[config.mk]
export PLATFORM = sky130hd
export DESIGN_NAME = circular_fifo_with_search
export DESIGN_NICKNAME = d
export VERILOG_FILES = /design/src/hdl/cfws_pkg.sv /design/src/hdl/cfws_ram.sv /design/src/hdl/cfws_front.sv /design/src/hdl/cfws_back.sv /design/src/hdl/circular_fifo_with_search.sv
export SDC_FILE = /design/constraint.sdc
export NUM_CORES = 1
export LEC_CHECK = 0
export ABC_CLOCK_PERIOD_IN_PS = 7300
export BUFFER_PORTS_ARGS = -buffer_cell sky130_fd_sc_hd__buf_4
export CAP_MARGIN = 5
export CORE_ASPECT_RATIO = 0.5
export CORE_UTILIZATION = 50
export DETAILED_ROUTE_END_ITERATION = 10
export GPL_TIMING_DRIVEN = 0
export PLACE_DENSITY = 0.66
export SLEW_MARGIN = 20
export SYNTH_ARGS = -nofsm -noshare
export SYNTH_HDL_FRONTEND = slang
export SYNTH_SLANG_ARGS = --single-unit
export TNS_END_PERCENT = 1
[constraint.sdc]
create_clock -name i_clk -period 7.3 [get_ports i_clk]
set_input_delay 1.095 -clock i_clk [delete_from_list [all_inputs] [get_ports i_clk]]
set_output_delay 1.095 -clock i_clk [all_outputs]
set_load 0.03 [all_outputs]
[src/hdl/cfws_pkg.sv]
// shared types and constants for the circular fifo with search
`timescale 1ns / 1ps

package cfws_pkg;

    localparam int DATA_W        = 32;
    localparam int REQ_W         = 2;
    localparam int STS_W         = 3;
    localparam int CAP_W         = 5;
    localparam int MAX_DEPTH_DEF = 16;

    localparam logic [CAP_W-1:0] CAP_RESET = 5'd16;

    typedef enum logic [REQ_W-1:0] {
        OP_ENQ  = 2'd0,
        OP_DEQ  = 2'd1,
        OP_FIND = 2'd2,
        OP_DISP = 2'd3
    } t_op;

    typedef enum logic [STS_W-1:0] {
        STS_ENQUEUED   = 3'd0,
        STS_OVERFLOW   = 3'd1,
        STS_DEQUEUED   = 3'd2,
        STS_UNDERFLOW  = 3'd3,
        STS_FOUND      = 3'd4,
        STS_NOT_FOUND  = 3'd5,
        STS_DISP_ENTRY = 3'd6,
        STS_DISP_EMPTY = 3'd7
    } t_status;

    typedef struct packed {
        logic [REQ_W-1:0]         req_type;
        logic signed [DATA_W-1:0] value;
    } t_in_word;

    typedef struct packed {
        logic [STS_W-1:0]         status;
        logic signed [DATA_W-1:0] data_out;
        logic                     last;
    } t_out_word;

    typedef struct packed {
        t_op                      op;
        logic signed [DATA_W-1:0] value;
    } t_cmd;

endpackage

[src/hdl/cfws_ram.sv]
// generic single write port ram with registered read
`timescale 1ns / 1ps

module cfws_ram #(
    parameter int WIDTH = 32,
    parameter int DEPTH = 16
) (
    input  logic                     i_clk,
    input  logic                     i_we,
    input  logic [$clog2(DEPTH)-1:0] i_waddr,
    input  logic [WIDTH-1:0]         i_wdata,
    input  logic                     i_re,
    input  logic [$clog2(DEPTH)-1:0] i_raddr,
    output logic [WIDTH-1:0]         o_rdata
);

    logic [WIDTH-1:0] r_mem [DEPTH];
    logic [WIDTH-1:0] r_rdata;

    always_ff @(posedge i_clk) begin
        if (i_we) begin
            r_mem[i_waddr] <= i_wdata;
        end
        if (i_re) begin
            r_rdata <= r_mem[i_raddr];
        end
    end

    assign o_rdata = r_rdata;

endmodule

[src/hdl/cfws_front.sv]
// request intake: decodes request words into commands and queues them
`timescale 1ns / 1ps

module cfws_front
    import cfws_pkg::*;
(
    input  logic     i_clk,
    input  logic     i_rst_n,
    input  logic     i_valid,
    output logic     o_stall,
    input  t_in_word i_word,
    output logic     o_cmd_valid,
    output t_cmd     o_cmd,
    input  logic     i_pop
);

    localparam int QD   = 2;
    localparam int QI_W = $clog2(QD);

    t_cmd            r_q [QD];
    logic [QI_W-1:0] r_wp, r_rp;
    logic [QI_W:0]   r_cnt;
    logic            w_push, w_pop;
    t_cmd            w_cmd;

    assign o_stall     = (r_cnt == (QI_W+1)'(QD));
    assign o_cmd_valid = (r_cnt != '0);
    assign w_push      = i_valid && !o_stall;
    assign w_pop       = i_pop && o_cmd_valid;
    assign o_cmd       = r_q[r_rp];

    always_comb begin
        w_cmd.op    = t_op'(i_word.req_type);
        w_cmd.value = i_word.value;
    end

    always_ff @(posedge i_clk) begin
        if (!i_rst_n) begin
            r_wp  <= '0;
            r_rp  <= '0;
            r_cnt <= '0;
        end else begin
            if (w_push) begin
                r_wp <= r_wp + 1'b1;
            end
            if (w_pop) begin
                r_rp <= r_rp + 1'b1;
            end
            if (w_push && !w_pop) begin
                r_cnt <= r_cnt + 1'b1;
            end else if (!w_push && w_pop) begin
                r_cnt <= r_cnt - 1'b1;
            end
        end
    end

    always_ff @(posedge i_clk) begin
        if (w_push) begin
            r_q[r_wp] <= w_cmd;
        end
    end

endmodule

[src/hdl/cfws_back.sv]
// command executor: ring pointers, slot ram access, scans and result register
`timescale 1ns / 1ps

module cfws_back
    import cfws_pkg::*;
#(
    parameter int MAX_DEPTH = MAX_DEPTH_DEF
) (
    input  logic                               i_clk,
    input  logic                               i_rst_n,
    input  logic                               i_cmd_valid,
    input  t_cmd                               i_cmd,
    output logic                               o_pop,
    input  logic                               i_cfg_we,
    input  logic [CAP_W-1:0]                   i_cfg_data,
    output logic                               o_out_valid,
    input  logic                               i_out_stall,
    output t_out_word                          o_out_word,
    output logic [$clog2(MAX_DEPTH+1)-1:0]     o_fill
);

    localparam int PTR_W = $clog2(MAX_DEPTH);
    localparam int CNT_W = $clog2(MAX_DEPTH + 1);

    typedef enum logic [3:0] {
        S_IDLE = 4'b0001,
        S_DEQ  = 4'b0010,
        S_FIND = 4'b0100,
        S_DISP = 4'b1000
    } t_state;

    t_state                   r_state, n_state;
    logic [CAP_W-1:0]         r_cap, n_cap;
    logic [PTR_W-1:0]         r_rd_ptr, n_rd_ptr;
    logic [PTR_W-1:0]         r_wr_ptr, n_wr_ptr;
    logic [PTR_W-1:0]         r_scan_ptr, n_scan_ptr;
    logic [CNT_W-1:0]         r_fill, n_fill;
    logic [CNT_W-1:0]         r_left, n_left;
    logic signed [DATA_W-1:0] r_key, n_key;
    logic                     r_out_valid, n_out_valid;
    t_out_word                r_out, n_out;

    logic [CNT_W-1:0]         w_cap;
    logic                     w_out_free;
    logic                     w_load;
    logic                     w_ram_we;
    logic                     w_ram_re;
    logic [PTR_W-1:0]         w_ram_raddr;
    logic [DATA_W-1:0]        w_ram_rdata;

    function automatic logic [PTR_W-1:0] adv(
        input logic [PTR_W-1:0] p,
        input logic [CNT_W-1:0] cap
    );
        logic [CNT_W:0] nxt;
        nxt = (CNT_W+1)'(p) + 1'b1;
        if (nxt >= (CNT_W+1)'(cap)) begin
            return '0;
        end
        return PTR_W'(nxt);
    endfunction

    cfws_ram #(
        .WIDTH (DATA_W),
        .DEPTH (MAX_DEPTH)
    ) u_slots (
        .i_clk   (i_clk),
        .i_we    (w_ram_we),
        .i_waddr (r_wr_ptr),
        .i_wdata (i_cmd.value),
        .i_re    (w_ram_re),
        .i_raddr (w_ram_raddr),
        .o_rdata (w_ram_rdata)
    );

    // effective capacity, clamped to 1..MAX_DEPTH
    always_comb begin
        if (r_cap == '0) begin
            w_cap = CNT_W'(1);
        end else if (32'(r_cap) > MAX_DEPTH) begin
            w_cap = CNT_W'(MAX_DEPTH);
        end else begin
            w_cap = CNT_W'(r_cap);
        end
    end

    assign w_out_free = !r_out_valid || !i_out_stall;

    always_comb begin
        n_state     = r_state;
        n_cap       = r_cap;
        n_rd_ptr    = r_rd_ptr;
        n_wr_ptr    = r_wr_ptr;
        n_scan_ptr  = r_scan_ptr;
        n_fill      = r_fill;
        n_left      = r_left;
        n_key       = r_key;
        n_out       = r_out;
        w_load      = 1'b0;
        o_pop       = 1'b0;
        w_ram_we    = 1'b0;
        w_ram_re    = 1'b0;
        w_ram_raddr = r_scan_ptr;

        case (r_state)
            S_IDLE: begin
                if (i_cmd_valid && w_out_free) begin
                    o_pop = 1'b1;
                    n_key = i_cmd.value;
                    case (i_cmd.op)
                        OP_ENQ: begin
                            w_load = 1'b1;
                            n_out.last = 1'b1;
                            if (r_fill >= w_cap) begin
                                n_out.status   = STS_OVERFLOW;
                                n_out.data_out = '0;
                            end else begin
                                w_ram_we       = 1'b1;
                                n_wr_ptr       = adv(r_wr_ptr, w_cap);
                                n_fill         = r_fill + 1'b1;
                                n_out.status   = STS_ENQUEUED;
                                n_out.data_out = i_cmd.value;
                            end
                        end
                        OP_DEQ: begin
                            if (r_fill == '0) begin
                                w_load         = 1'b1;
                                n_out.status   = STS_UNDERFLOW;
                                n_out.data_out = '0;
                                n_out.last     = 1'b1;
                            end else begin
                                w_ram_re    = 1'b1;
                                w_ram_raddr = r_rd_ptr;
                                n_state     = S_DEQ;
                            end
                        end
                        OP_FIND: begin
                            if (r_fill == '0) begin
                                w_load         = 1'b1;
                                n_out.status   = STS_NOT_FOUND;
                                n_out.data_out = i_cmd.value;
                                n_out.last     = 1'b1;
                            end else begin
                                w_ram_re    = 1'b1;
                                w_ram_raddr = r_rd_ptr;
                                n_scan_ptr  = adv(r_rd_ptr, w_cap);
                                n_left      = r_fill;
                                n_state     = S_FIND;
                            end
                        end
                        default: begin
                            if (r_fill == '0) begin
                                w_load         = 1'b1;
                                n_out.status   = STS_DISP_EMPTY;
                                n_out.data_out = '0;
                                n_out.last     = 1'b1;
                            end else begin
                                w_ram_re    = 1'b1;
                                w_ram_raddr = r_rd_ptr;
                                n_scan_ptr  = adv(r_rd_ptr, w_cap);
                                n_left      = r_fill;
                                n_state     = S_DISP;
                            end
                        end
                    endcase
                end
            end
            S_DEQ: begin
                if (w_out_free) begin
                    w_load         = 1'b1;
                    n_out.status   = STS_DEQUEUED;
                    n_out.data_out = w_ram_rdata;
                    n_out.last     = 1'b1;
                    n_rd_ptr       = adv(r_rd_ptr, w_cap);
                    n_fill         = r_fill - 1'b1;
                    n_state        = S_IDLE;
                end
            end
            S_FIND: begin
                if (w_ram_rdata == r_key || r_left == CNT_W'(1)) begin
                    if (w_out_free) begin
                        w_load         = 1'b1;
                        n_out.status   = (w_ram_rdata == r_key) ? STS_FOUND : STS_NOT_FOUND;
                        n_out.data_out = r_key;
                        n_out.last     = 1'b1;
                        n_state        = S_IDLE;
                    end
                end else begin
                    w_ram_re   = 1'b1;
                    n_scan_ptr = adv(r_scan_ptr, w_cap);
                    n_left     = r_left - 1'b1;
                end
            end
            S_DISP: begin
                if (w_out_free) begin
                    w_load         = 1'b1;
                    n_out.status   = STS_DISP_ENTRY;
                    n_out.data_out = w_ram_rdata;
                    n_out.last     = (r_left == CNT_W'(1));
                    if (r_left == CNT_W'(1)) begin
                        n_state = S_IDLE;
                    end else begin
                        w_ram_re   = 1'b1;
                        n_scan_ptr = adv(r_scan_ptr, w_cap);
                        n_left     = r_left - 1'b1;
                    end
                end
            end
            default: begin
                n_state = S_IDLE;
            end
        endcase

        // capacity write empties the ring
        if (i_cfg_we) begin
            n_cap    = i_cfg_data;
            n_rd_ptr = '0;
            n_wr_ptr = '0;
            n_fill   = '0;
        end

        n_out_valid = w_load || (r_out_valid && i_out_stall);
    end

    always_ff @(posedge i_clk) begin
        if (!i_rst_n) begin
            r_state     <= S_IDLE;
            r_cap       <= CAP_RESET;
            r_rd_ptr    <= '0;
            r_wr_ptr    <= '0;
            r_fill      <= '0;
            r_out_valid <= 1'b0;
        end else begin
            r_state     <= n_state;
            r_cap       <= n_cap;
            r_rd_ptr    <= n_rd_ptr;
            r_wr_ptr    <= n_wr_ptr;
            r_fill      <= n_fill;
            r_out_valid <= n_out_valid;
        end
    end

    always_ff @(posedge i_clk) begin
        r_scan_ptr <= n_scan_ptr;
        r_left     <= n_left;
        r_key      <= n_key;
        r_out      <= n_out;
    end

    assign o_out_valid = r_out_valid;
    assign o_out_word  = r_out;
    assign o_fill      = r_fill;

endmodule

[src/hdl/circular_fifo_with_search.sv]
// top level of the circular fifo with search
//
//   channel   direction   handshake               word
//   in        input       i_in_valid / o_in_stall  t_in_word  (req_type, value)
//   out       output      o_out_valid / i_out_stall t_out_word (status, data_out, last)
//   cfg       input       i_cfg_we                i_cfg_data (capacity_in_use)
//
// enqueue, and dequeue, find or display on an empty ring, load the result straight from idle
// dequeue reads the slot ram, then loads the result
// find reads up to n and display all n held entries, one read per cycle; display waits while output stalls
// synchronous reset empties the ring and sets capacity to 16; slot contents undefined
// a 2-word command queue lets intake run on while the executor or output stalls
`timescale 1ns / 1ps

module circular_fifo_with_search
    import cfws_pkg::*;
#(
    parameter int MAX_DEPTH = MAX_DEPTH_DEF
) (
    input  logic             i_clk,
    input  logic             i_rst_n,
    input  logic             i_in_valid,
    output logic             o_in_stall,
    input  t_in_word         i_in_word,
    output logic             o_out_valid,
    input  logic             i_out_stall,
    output t_out_word        o_out_word,
    input  logic             i_cfg_we,
    input  logic [CAP_W-1:0] i_cfg_data
);

    localparam int CNT_W = $clog2(MAX_DEPTH + 1);

    logic             w_cmd_valid;
    t_cmd             w_cmd;
    logic             w_pop;
    logic [CNT_W-1:0] w_fill;

    cfws_front u_front (
        .i_clk       (i_clk),
        .i_rst_n     (i_rst_n),
        .i_valid     (i_in_valid),
        .o_stall     (o_in_stall),
        .i_word      (i_in_word),
        .o_cmd_valid (w_cmd_valid),
        .o_cmd       (w_cmd),
        .i_pop       (w_pop)
    );

    cfws_back #(
        .MAX_DEPTH (MAX_DEPTH)
    ) u_back (
        .i_clk       (i_clk),
        .i_rst_n     (i_rst_n),
        .i_cmd_valid (w_cmd_valid),
        .i_cmd       (w_cmd),
        .o_pop       (w_pop),
        .i_cfg_we    (i_cfg_we),
        .i_cfg_data  (i_cfg_data),
        .o_out_valid (o_out_valid),
        .i_out_stall (i_out_stall),
        .o_out_word  (o_out_word),
        .o_fill      (w_fill)
    );

    a_pop_needs_cmd: assert property (@(posedge i_clk) disable iff (!i_rst_n)
        w_pop |-> w_cmd_valid)
        else $error("command taken from empty queue");

    a_cfg_empties: assert property (@(posedge i_clk) disable iff (!i_rst_n)
        i_cfg_we |=> (w_fill == '0))
        else $error("ring not emptied by capacity write");

    a_fill_bound: assert property (@(posedge i_clk) disable iff (!i_rst_n)
        w_fill <= CNT_W'(MAX_DEPTH))
        else $error("fill count beyond depth");

    a_pop_result_free: assert property (@(posedge i_clk) disable iff (!i_rst_n)
        w_pop |-> (!o_out_valid || !i_out_stall))
        else $error("command started while result register blocked");

endmodule

==> results.json, run 1 <==
{
  "io_pins": 82,
  "cts_resized": 0,
  "track_usage": 0.242,
  "drt-initial-drc-count": 1945,
  "n_antenna_cell": 0,
  "postCtsSetupBuffers": 0,
  "cts_hold_buf": 0,
  "finalCriticalPeriod_ns": 5.21,
  "cts_buffer_depth": 3,
  "max_cap_violations": 0,
  "final_common_cell": "edfxtp_1",
  "fin_cells": 2750,
  "numPortBuffers": 79,
  "grt_pass1_vias": 15400,
  "clockRootBuffer": "clkbuf_16",
  "stdcell_area_sq_um": 33000,
  "path_clk_slew_ns": 0.06,
  "yosys_warnings": 0,
  "peakVddDrop_mv": 0.171,
  "grt_util_met3": 0.0466,
  "path_max_fanout": 10,
  "finalSetupViolations": 0,
  "grt_start_max_net_pins": 23,
  "gp_congestion": 0.827,
  "synth_area_leaders": "edfxtp_1, mux2i_1, o22ai_1",
  "area_growth_pct": 15.5,
  "p_leak_nw": 12.0,
  "status": "finished, final reports clean",
  "postRouteAntennaNets": 0,
  "numCtsBuffers": 66,
  "ys_seq_elements": 717,
  "syn_area_per_cell_sq_um": 16.2,
  "syn_area_sq_um": 28500,
  "hold_viol": 0,
  "drt-vias-per-instance": 5.81,
  "drt_wl_total_microns": 70300,
  "drc": 0,
  "start_kind": "register",
  "top_usage_layer": "met2",
  "dr.pass1.iters": 6,
  "worstPathRequired_ns": 7.58,
  "synth_top_flop_cell": "edfxtp_1",
  "antenna_found_initial": 0,
  "synth_top_area_cell": "edfxtp_1",
  "synth-async-reset-ratio": 0,
  "num-nets-final": 2027,
  "num_rows": 61,
  "dp_cells": 2633,
  "syn_nets": 1841,
  "die-area_sq_um": 58100,
  "grt_pass1_wl_microns": 101000,
  "seqCellArea_sq_um": 21300,
  "rrSetupSlack_ns": 2.09,
  "multi_input_area_sq_um": 6910,
  "synth-edff-count": 689,
  "synth_top_cell_area_share": 0.725,
  "total_power_mw": 10.6,
  "ys_seq_area_frac": 0.745,
  "die_w_microns": 340,
  "dpl-instance-area_sq_um": 30900,
  "path_class": "reg2reg",
  "cts_tree": "yes",
  "coreArea_sq_um": 55900,
  "power.density_nw_per_um2": 323,
  "worstMarginPinSlew_ns": 1.10,
  "grt_use_met2": 0.369,
  "drive_gt1_frac": 0.129,
  "post-route-util": 0.589,
  "hold_class": "reg2reg",
  "final.period_utilization": 0.713,
  "yosysUniqueCellTypes": 45,
  "crit_arrival_ns": 5.49,
  "hp-start": "u_back.r_rd_ptr[1]",
  "die_h_microns": 171,
  "slew_headroom": 0.269,
  "final_cell_mix": "edfxtp_1, mux2i_1, o22ai_1",
  "met1_usage": 0.362,
  "clk_latency_ns": 0.60,
  "skew_ns": 0.0178,
  "htreeDepth": 3,
  "syn_inst": 1759,
  "fillers": 4147,
  "timing.fmax_mhz": 192,
  "avgRoutedWirePerCell_microns": 25.6,
  "numClockSinks": 717,
  "grt-ovfl-total": 0,
  "rsz0062_at_grt": "false",
  "initial_core_util": 0.510,
  "hpwl_microns": 48000,
  "vias": 16000,
  "cp-end-kind": "register",
  "final_max_slew_viol_count": 0
}
==> cells in the mapped netlist, types with 12 or more instances <==
cell      count
buf_2        25
ha_1         37
nand2_1      82
xor2_1       36
o22ai_1     132
nor2b_1      12
nor2_1      106
dfxtp_1      28
o21ai_0      48
mux2i_1     304
inv_1        54
clkbuf_1     51
edfxtp_1    689
nand2b_1     12
a21oi_1      18
xnor2_1      13
a22oi_1      33
==> final timing paths <==
path                                endpoint  cells past startpoint
setup reg to reg  u_back.u_slots.o_rdata[25]                     11
setup / recovery  u_back.u_slots.o_rdata[25]                     11
hold reg to reg           u_back.r_rd_ptr[1]                      2
hold / removal            u_back.r_rd_ptr[1]                      2
==> through the flow <==
step / hold slack [ns] / TNS, ns / setup slack (ns)
6_report: 0.513 / 0 / 2.09
5_1_grt: 0.540 / 0 / 1.95
4_1_cts: 0.511 / 0 / 2.23
3_5_place_dp: 0.503 / 0 / 2.26
3_3_place_gp: 0.499 / -213.68 / -1.77
2_1_floorplan: 0.462 / 0 / 1.82
==> kinds of logic (layout without fill, tap and decap cells) <==
family / after synthesis / after routing / synth area share
simple gates: 262 / 262 / 0.0406
xor+xnor: 49 / 49 / 0.0150
buf+inv: 130 / 365 / 0.0182
fa+ha+maj: 38 / 38 / 0.0169
flops: 717 / 717 / 0.745
compound gates: 257 / 257 / 0.0571
mux: 306 / 306 / 0.107
==> state kept, by name (all words and copies together), names as in the netlist, named ones only <==
| signal | count |
|---|---|
| u_front.r_cnt | 2 |
| u_back.u_slots.r_mem | 512 |
| u_back.o_fill | 5 |
| u_back.u_slots.o_rdata | 32 |
| u_back.r_state | 4 |
| u_front.r_rp | 1 |
| u_back.r_scan_ptr | 4 |
| u_back.r_rd_ptr | 4 |
| u_back.r_cap | 5 |
| u_back.o_out_word | 36 |
| u_back.r_key | 32 |
| u_front.r_wp | 1 |
| u_front.r_q | 68 |
| u_back.o_out_valid | 1 |
| u_back.r_wr_ptr | 4 |
| u_back.r_left | 5 |
==> where the power goes <==
group / internal (mW) / switching [mW] / leakage (nW)
combinational: 0.575 / 1.36 / 4.54
sequential: 5.15 / 0.155 / 6.49
clock: 1.89 / 1.50 / 1.01
total: 7.62 / 3.02 / 12.0
==> metal layers <==
layer	up-vias	routed length [microns]
met5	-	0
met4	0	1070
met3	82	6640
met2	722	31200
met1	8023	31400
li1	7150	-
==> layout make-up <==
| cell class | count | share of cell area |
|---|---|---|
| sequential | 717 | 0.645 |
| multi-input combinational | 912 | 0.210 |
| clock buffer | 86 | 0.0543 |
| timing repair buffer | 118 | 0.0383 |
| tap | 756 | 0.0287 |
| buffer | 76 | 0.00960 |
| clock inverter | 31 | 0.00877 |
| inverter | 54 | 0.00615 |
==> worst max-delay path, cell delays in order (launching register included) <==
cell and delay [ns]:
dfxtp_1 0.30, clkbuf_1 0.51, mux2i_1 0.32, ha_1 0.37, a2111oi_4 0.77, mux2i_1 0.76, clkbuf_1 0.55, buf_2 0.51
mux2i_1 0.25, o22ai_1 0.11, nor2_1 0.20, nand2_1 0.22
Power figures use the tool's default switching activity.
==> run 2, diff against run 1 <==
- ABC_AREA: unset -> 1
- ABC_CLOCK_PERIOD_IN_PS: 7300 -> 4910
- clock period: 7.3 -> 4.91 ns (I/O delays scaled with it)
==> results.json, run 2 <==
{
  "status": "finished, final reports clean",
  "hpwl_microns": 59600,
  "power.density_nw_per_um2": 612,
  "die-area_sq_um": 64000,
  "p_comb_frac": 0.391,
  "grt_start_max_net_pins": 38,
  "p_leak_nw": 14.5,
  "r2r-end": "u_back.u_slots.r_mem[8][12]",
  "r2r_cells": 11,
  "clk_latency_ns": 0.60,
  "finalSetupViolations": 0,
  "htreeDepth": 3,
  "drt-initial-drc-count": 2530,
  "synth_common_cells": "edfxtp_1, nand2_1, nand3_1",
  "skew_ns": 0.0311,
  "largest_register_ffs": 512,
  "synth_top_flop_cell": "edfxtp_1",
  "fin_cells": 3865,
  "start_kind": "register",
  "vias": 21300,
  "num-nets-final": 3077,
  "cpPeakStageDelay_ns": 0.68,
  "die_h_microns": 179,
  "cts_hold_buf": 0,
  "peakVddDrop_mv": 0.467,
  "hold_viol": 0,
  "synth-async-reset-ratio": 0,
  "finalCriticalPeriod_ns": 4.54,
  "timing.fmax_mhz": 220,
  "final_cell_mix": "edfxtp_1, nand2_1, nand3_1",
  "hp-start": "i_in_word[6]",
  "path_clk_slew_ns": 0.06,
  "grt-ovfl-total": 0,
  "synth_top_cell_area_share": 0.658,
  "path_max_fanout": 17,
  "ys_seq_elements": 717,
  "worstPathRequired_ns": 5.19,
  "rrSetupSlack_ns": 0.37,
  "syn_area_sq_um": 31400,
  "max_cap_violations": 0,
  "crit_slowest_cell": "nor2_4",
  "num_rows": 64,
  "path_class": "reg2reg",
  "dr.pass1.iters": 6,
  "cp-end-kind": "register",
  "rsz0062_at_grt": "false",
  "worstMarginPinSlew_ns": 0.966,
  "drt-vias-per-instance": 5.52,
  "path_buf_inv": 5,
  "dpl-instance-area_sq_um": 33800,
  "slew_headroom": 0.356,
  "yosysUniqueCellTypes": 43,
  "drc": 0,
  "gp_congestion": 0.913,
  "dp_cells": 3752,
  "numCtsBuffers": 66,
  "final_common_cell": "edfxtp_1",
  "clockRootBuffer": "clkbuf_16",
  "synth_top_area_cell": "edfxtp_1",
  "cp_common_cell": "nand2_1",
  "ys_seq_area_frac": 0.676,
  "seq_power_share": 0.375,
  "final_max_slew_viol_count": 0,
  "syn_inst": 2817,
  "grt_pass1_wl_microns": 123000,
  "postRouteAntennaNets": 0,
  "hold_class": "in2reg",
  "cts_buffer_depth": 3,
  "numClockSinks": 717,
  "crit_arrival_ns": 4.83,
  "stdcell_area_sq_um": 35900,
  "drt_wl_total_microns": 84500,
  "p_switching_mw": 8.79,
  "cts_tree": "yes",
  "initial_core_util": 0.510,
  "numPortBuffers": 81,
  "path_delay_family": "simple AND/OR/NAND/NOR gates",
  "coreArea_sq_um": 61700,
  "syn_nets": 2899,
  "grt_pass1_vias": 20200,
  "crit_chain": "clkbuf_1 -> clkbuf_2 -> o21ai_0 -> ha_1 -> clkinv_1 -> nor2_1 -> nand2_1 -> inv_1 -> nand2_1 -> nor2_4 -> buf_16",
  "avgRoutedWirePerCell_microns": 21.9,
  "area_growth_pct": 14.0,
  "die_w_microns": 357,
  "io_pins": 82,
  "synth_area_leaders": "edfxtp_1, nand3_1, nand2_1",
  "track_usage": 0.265,
  "yosys.cell_count.top_type": "edfxtp_1",
  "syn_area_per_cell_sq_um": 11.2,
  "antenna_found_initial": 4,
  "min_path_cells": 1,
  "yosys_warnings": 0,
  "synth-edff-count": 689,
  "top_register": "u_back.u_slots.r_mem",
  "final.period_utilization": 0.925,
  "p_int_mw": 13.2,
  "holdPathEnd": "u_front.r_q[1][6]",
  "sw_frac_of_total": 0.401,
  "drive_gt1_frac": 0.116,
  "clkPwrFrac": 0.234
}
[run 2: timing repair]
item / in CTS / in global routing
endpoints found under the hold margin: 0 / 0
setup endpoints to repair: 0 / 37
resized for setup: 0 / 2
buffers inserted: 0 / 0
[run 2: logic make-up after synthesis]
logic type / count (synthesis) / share of synthesized area
XOR/XNOR: 44 / 0.0123
buffers and inverters: 611 / 0.0765
AO/OA/AOI/OAI: 116 / 0.0221
AND/OR/NAND/NOR: 1259 / 0.187
flip-flops: 717 / 0.676
multiplexers: 32 / 0.0115
adder cells (fa/ha/maj): 38 / 0.0154
[run 2: worst max-delay path by stage]
stage	startpoint	endpoint	slack, ns	cells after the start
after floorplan	u_back.r_cap[0]	u_back.u_slots.r_mem[15][0]	0.20	8
after global placement	register	u_back.u_slots.r_mem[15][22]	-2.66	9
after detailed placement	register	u_back.u_slots.o_rdata[30]	0.15	11
after CTS	register	u_back.u_slots.o_rdata[30]	0.14	11
after global routing	register	u_back.u_slots.r_mem[8][12]	0.17	11
final	register	u_back.u_slots.r_mem[8][12]	0.37	11
[run 2: cell type report]
class	count	area [sq um]
antenna	1	2.50
buffer	133	613
clock buffer	87	1800
clock inverter	25	282
fill	4954	25800
inverter	478	1790
multi-input combinational	1489	7940
sequential	717	21300
tap	825	1030
timing repair buffer	110	1130
[run 2: per-layer routing]
metal  up-vias  GRT usage  wire (microns)
met5         -          0               0
met1     10300      0.369           35400
met2      1017      0.402           36900
met3       138     0.0817           10300
met4         0     0.0771            1930
li1       9866          -               -
[run 2: per-stage QoR]
stage	power [mW]	TNS, ns	setup WS (ns)	hold slack, ns	utilization
2_1_floorplan	13.3	0	0.200	0.469	-
3_3_place_gp	16.4	-646.64	-2.66	0.486	0.537
3_5_place_dp	16.7	0	0.154	0.502	0.547
4_1_cts	21.8	0	0.137	0.299	0.581
5_1_grt	22.9	0	0.166	0.298	0.581
6_report	22.0	0	0.366	0.319	0.581
[run 2: power by group through the flow]
| stage | Combinational (mW) | Clock (mW) | Sequential [mW] |
|---|---|---|---|
| 6_report | 8.58 | 5.15 | 8.23 |
| 5_1_grt | 9.19 | 5.40 | 8.29 |
| 4_1_cts | 8.39 | 5.18 | 8.23 |
| 3_5_place_dp | 8.36 | 0 | 8.36 |
| 3_3_place_gp | 8.05 | 0 | 8.39 |
| 2_1_floorplan | 4.64 | 0 | 8.65 |
